[config.mk]
export PLATFORM = sky130hd
export DESIGN_NAME = csma_controller
export DESIGN_NICKNAME = d
export VERILOG_FILES = /design/src/rtl/csma_pkg.sv /design/src/rtl/csma_controller.sv
export SDC_FILE = /design/constraint.sdc
export NUM_CORES = 1
export LEC_CHECK = 0
export BUFFER_PORTS_ARGS = -buffer_cell sky130_fd_sc_hd__buf_2
export CORE_AREA = 2 2 39 41
export DETAILED_ROUTE_END_ITERATION = 7
export DIE_AREA = 0 0 41 43
export PLACE_DENSITY = 0.52
export SLEW_MARGIN = 25
export SYNTH_ARGS = -nofsm -noshare
export SYNTH_HDL_FRONTEND = slang
export SYNTH_SLANG_ARGS = --single-unit
[constraint.sdc]
create_clock -name clk -period 2.73 [get_ports clk]
set_input_delay 0.546 -clock clk [delete_from_list [all_inputs] [get_ports clk]]
set_output_delay 0.546 -clock clk [all_outputs]
set_load 0.1 [all_outputs]
[src/rtl/csma_pkg.sv]
// Shared types, constants and tables for the conic scatter matrix accumulator.
`timescale 1ns / 1ps

package csma_pkg;

  localparam int COORD_W     = 16;
  localparam int DIFF_W      = COORD_W + 1;
  localparam int SQ_W        = 2 * DIFF_W;
  localparam int SUM_W       = 64;
  localparam int COUNT_W     = 15;
  localparam int NUM_SUMS    = 14;
  localparam int NUM_SLOTS   = 21;
  localparam int SLOT_W      = 5;
  localparam int SUM_IDX_W   = 4;
  localparam int CFG_IDX_W   = 1;
  localparam int IN_DATA_W   = 2 * COORD_W;
  localparam int OUT_DATA_W  = 72;

  localparam logic [COUNT_W-1:0]   MAX_POINTS = 15'd32767;
  localparam logic [CFG_IDX_W-1:0] REG_X_MEAN = 1'd0;
  localparam logic [CFG_IDX_W-1:0] REG_Y_MEAN = 1'd1;
  localparam logic [SLOT_W-1:0]    COUNT_SLOT = 5'd20;

  // Index of the sum that feeds each of the moment slots; some slots share a sum.
  localparam logic [SUM_IDX_W-1:0] SLOT_SOURCE [0:NUM_SLOTS-2] = '{
    4'd0, 4'd1, 4'd2, 4'd3, 4'd4, 4'd5,
    4'd2, 4'd6, 4'd4, 4'd7, 4'd8,
    4'd9, 4'd7, 4'd10, 4'd11,
    4'd5, 4'd8, 4'd12,
    4'd11, 4'd13
  };

  typedef struct packed {
    logic load;
    logic square;
    logic cube;
    logic accum;
    logic advance;
  } csma_cmd_t;

  typedef struct packed {
    logic last_point;
    logic final_slot;
  } csma_status_t;

endpackage

[src/rtl/csma_controller.sv]
// Controller: sequences one point through the datapath and the result readout.
`timescale 1ns / 1ps

module csma_controller (
  input  logic                      clk,
  input  logic                      rst,
  input  logic                      in_valid,
  output logic                      in_ready,
  output logic                      out_valid,
  input  logic                      out_ready,
  input  csma_pkg::csma_status_t    status,
  output csma_pkg::csma_cmd_t       cmd
);
  import csma_pkg::*;

  typedef enum logic [4:0] {
    ST_IDLE   = 5'b00001,
    ST_SQUARE = 5'b00010,
    ST_CUBE   = 5'b00100,
    ST_ACCUM  = 5'b01000,
    ST_EMIT   = 5'b10000
  } state_t;

  state_t state;
  state_t state_next;

  always_ff @(posedge clk) begin
    if (rst) begin
      state <= ST_IDLE;
    end else begin
      state <= state_next;
    end
  end

  always_comb begin
    state_next = state;
    unique case (state)
      ST_IDLE: begin
        if (in_valid) begin
          state_next = ST_SQUARE;
        end
      end
      ST_SQUARE: state_next = ST_CUBE;
      ST_CUBE:   state_next = ST_ACCUM;
      ST_ACCUM:  state_next = status.last_point ? ST_EMIT : ST_IDLE;
      ST_EMIT: begin
        if (out_ready && status.final_slot) begin
          state_next = ST_IDLE;
        end
      end
      default:   state_next = ST_IDLE;
    endcase
  end

  assign in_ready    = (state == ST_IDLE);
  assign out_valid   = (state == ST_EMIT);
  assign cmd.load    = in_valid && (state == ST_IDLE);
  assign cmd.square  = (state == ST_SQUARE);
  assign cmd.cube    = (state == ST_CUBE);
  assign cmd.accum   = (state == ST_ACCUM);
  assign cmd.advance = out_ready && (state == ST_EMIT);

endmodule

# After elaboration in Yosys (flattened, before gate mapping)
# Cells that the tools add are included.
[classes] eq_ne=7 mux=4 n_reduce_logical=4
[ops] op="5-bit case mux with 5 select lines" count=1
[ops] op="5-bit 2-to-1 mux" count=3
[ops] op="5-bit by 1-bit == test with 1-bit output, second input constant" count=1
[ops] op="5-bit by 2-bit == test with 1-bit output, second input constant" count=1
[ops] op="5-bit by 3-bit == test with 1-bit output, second input constant" count=1
[ops] op="5-bit by 4-bit == test with 1-bit output, second input constant" count=1
[ops] op="5-bit == test, second input constant" count=1
[ops] op="1-bit logical AND" count=3
[ops] op="2-bit by 1-bit inequality test with 1-bit output, second input constant" count=1
[ops] op="2-bit inequality test, second input constant" count=1
[ops] op="2-bit AND reduction" count=1
[word_totals] register_bits=5 out_inout_bits=7 word_cells=16

# Logic depth before layout (Yosys ltp)
[logic_depth] depth_word=3 depth_mapped=3 ltp_nobuf=3

# Worst setup path after synthesis
# Ideal clock, no wire load.
[synth_timing] kind="register to output" from="register state[1]" to="output port cmd[1] (netlist name)" arrival_time_ns=2.977 slack_ns=-0.793 path_stages_with_launch=3 path_buffers=0 path_cell_list="dfxtp_1 > or3_1 > nor3b_1"
[synth_rtl] item="from (decl)" line="csma_controller.sv:24" source="state_t state;"
[synth_rtl] item="from (signal assigned)" line="csma_controller.sv:31" source="state <= state_next;"
[synth_rtl] item="to (decl)" line="csma_controller.sv:12" source="output csma_pkg::csma_cmd_t cmd"

==> out/qor.yml <==
run_status:
  status: "complete, no violations"
die:
  fp.dieW_um: 41
  design.die.area_um2: 1763
  rows: 14
  initial_core_util_pct: 20.16
  coreArea_um2: 1384
  ios: 13
  fp.dieH_um: 43
timing:
  relSlewSlack_pct: 67.82
  timing.final.crit_period_ns: 2.257
  hold_viol: 0
  period_share_pct: 82.67
  setup_violations: 0
  max_clock_freq_mhz: 443.1
  rsz0062_at_grt: "false"
  maxSlewViolCount: 0
  setup_tns_ns: 0
  worstMarginPinSlew_ns: 0.4860
  fin_skew_ns: 0.003018
layout:
  largest_reg_flops: 5
  drive_above_1_share_pct: 47.83
  antenna_cells: 0
  area_delta_synth_final_pct: 43.05
  fill_cells: 160
  final_nets: 53
  final_common_cell: "buf_2"
  layout_common_cells: "buf_2, dfxtp_1, nor3b_2, and2_1, clkbuf_4"
  reg_top3: "state (5)"
  fin_cells: 62
  top_register: "state"
worst_hold_path:
  hold_start: "rst"
  worst_hold_path_type: "input pin to flip-flop"
  hold_path_depth: 2
cts:
  cts_tree: "built"
  numCtsBuffers: 3
  clk_latency_ns: 0.24
  cts_setup_buffers: 0
  htreeDepth: 1
  root_buffer: "clkbuf_4"
  clk_pin_slew_ns: 0.05
  cts_resized: 0
  clock_path_buffers: 2
  cts_hold_buffers: 0
  cts_num_sinks: 5
placed_design:
  dp_cells: 58
  io_buffers: 12
  routabilityCongestion: 0.6187
  dp.final_hpwl_um: 481.6
logic_synthesis:
  synth_area_leaders: "dfxtp_1, and2_1, nor3b_2"
  synth.largest_area_cell: "dfxtp_1"
  syn_area_per_cell_um2: 9.301
  yosysWarningCount: 0
  synthCells: 30
  mappedNetlistArea_um2: 279.0
  synth_cell_types: 21
  syn_nets: 36
  ys_seq_elements: 5
  synth_top_cell_area_share_pct: 35.87
  seq_area_frac_synth_pct: 35.87
route:
  dr.first_iter.drc_count: 0
  ant_nets: 0
  avgRoutedWirePerCell_um: 9.629
  routed_via_density: 4.323
  drc: 0
  vias: 268
  first_pass_iters: 1
  wl_um: 597
critical_path:
  crit_chain: "or3_4 > nor2_4 > and2_2 > buf_2"
  cp.depth: 4
  critPathLaunchType: "flip-flop"
  cp-startpoint: "state[2]"
  worst_ep_arrival_time_ns: 1.71
  cp_max_fo: 7
  worst_setup_path_end_kind: "output port"
  reg2reg_depth: 3
  r2r-start: "state[1]"
  crit_required_ns: 2.18
  max_stage_delay_ns: 0.44
  crit_type: "flip-flop to output port"
  cp_top_family: "simple AND/OR/NAND/NOR gates"
  crit_slowest_cell: "or3_4"
  worst-path-buf-inv: 1
global_route:
  use_met3_pct: 3.141
  grt_pass1_vias: 247
  grt_util_met1_pct: 9.677
  grt_first_pass_wirelength_um: 972
  gr-usage-all-layers_pct: 8.643
  grt_max_degree: 8
  antenna_found_initial: 0
  grt_overflow: 0
  grt-busiest-layer: "met2"
  grtUsageMet2_pct: 11.88
pwr:
  irDropWorstVdd_v: 0.0002093
  p_leak_nw: 0.1720
  p_sw_share_pct: 37.38
  clkPwrFrac_pct: 36.5
  total_switching_power_mw: 0.08966
  pwr-share-comb_pct: 29.4
  p_seq_share_pct: 34.1
  p_per_area_nw_per_um2: 600.9
  internal_power_mw: 0.1502
flow_run:
  drv_cap: 0
## synth_stat cells, drive strengths merged
library cell	instances
o21a	1
nor3	1
and2	4
nor2	2
dfxtp	5
xor2	1
a211oi	1
or2b	1
nor3b	3
a31oi	1
nor4	1
o21ai	1
inv	1
o31ai	1
nor2b	1
nand2	1
or3	2
and3	1
o211a	1
## path summary, 6_finish.rpt
path | to | slack [ns]
setup / recovery | cmd[0] | 0.47
hold reg to reg | state[2] | 0.63
hold / removal | state[1] | 0.47
setup reg to reg | state[2] | 1.40
## cell families (layout without fill, tap and decap cells)
group,count (synthesis),count (layout),share of synthesized area [%]
DFF,5,5,35.88
AOI/OAI and AO/OA,6,6,17.49
and+or+nand+nor,17,17,42.16
buffers and inverters,1,17,1.344
xor gates and xnor gates,1,1,3.140
## area by class of cell
| cell class | count | area, um2 | share of cell area (%) |
|---|---|---|---|
| Tap cell | 16 | 20.02 | 5.016 |
| Sequential cell | 5 | 100.1 | 25.08 |
| Timing Repair Buffer | 12 | 60.06 | 15.05 |
| Clock buffer | 4 | 26.28 | 6.583 |
| Inverter | 1 | 3.754 | 0.9404 |
| Multi-Input combinational cell | 24 | 188.9 | 47.34 |
## power by group through the flow
stage               registers, mW  clock network [mW]  logic [mW]
CTS                        0.0817              0.0920      0.0714
floorplan                  0.0819                   0      0.0598
global route               0.0827              0.0973      0.0747
global placement           0.0832                   0      0.0713
finish                     0.0817              0.0875      0.0706
detailed placement         0.0832                   0      0.0713
## worst register-to-register path, stage by stage (launching register included)
cell and delay [ns]:
dfxtp_1 0.34, nor4_1 0.44, a31oi_1 0.24, and2_1 0.21
## metrics by stage
stage	util, %	instance area, um2	hold slack, ns	worst slack [ns]	total power, mW
floorplan	-	292.8	0.5882	0.1710	0.1417
global placement	26.94	372.9	0.6488	0.7439	0.1545
detailed placement	26.94	372.9	0.6198	0.7232	0.1544
CTS	28.84	399.1	0.4606	0.4565	0.2451
global route	28.84	399.1	0.4700	0.3713	0.2548
finish	28.84	399.1	0.4661	0.4730	0.2398
## per-layer routing
layer / vias up / wire, um
met5: - / 0
met4: 0 / 0
met3: 0 / 51
met2: 7 / 306
met1: 122 / 240
li1: 139 / -
No activity file was read; power rests on OpenSTA's default activity.
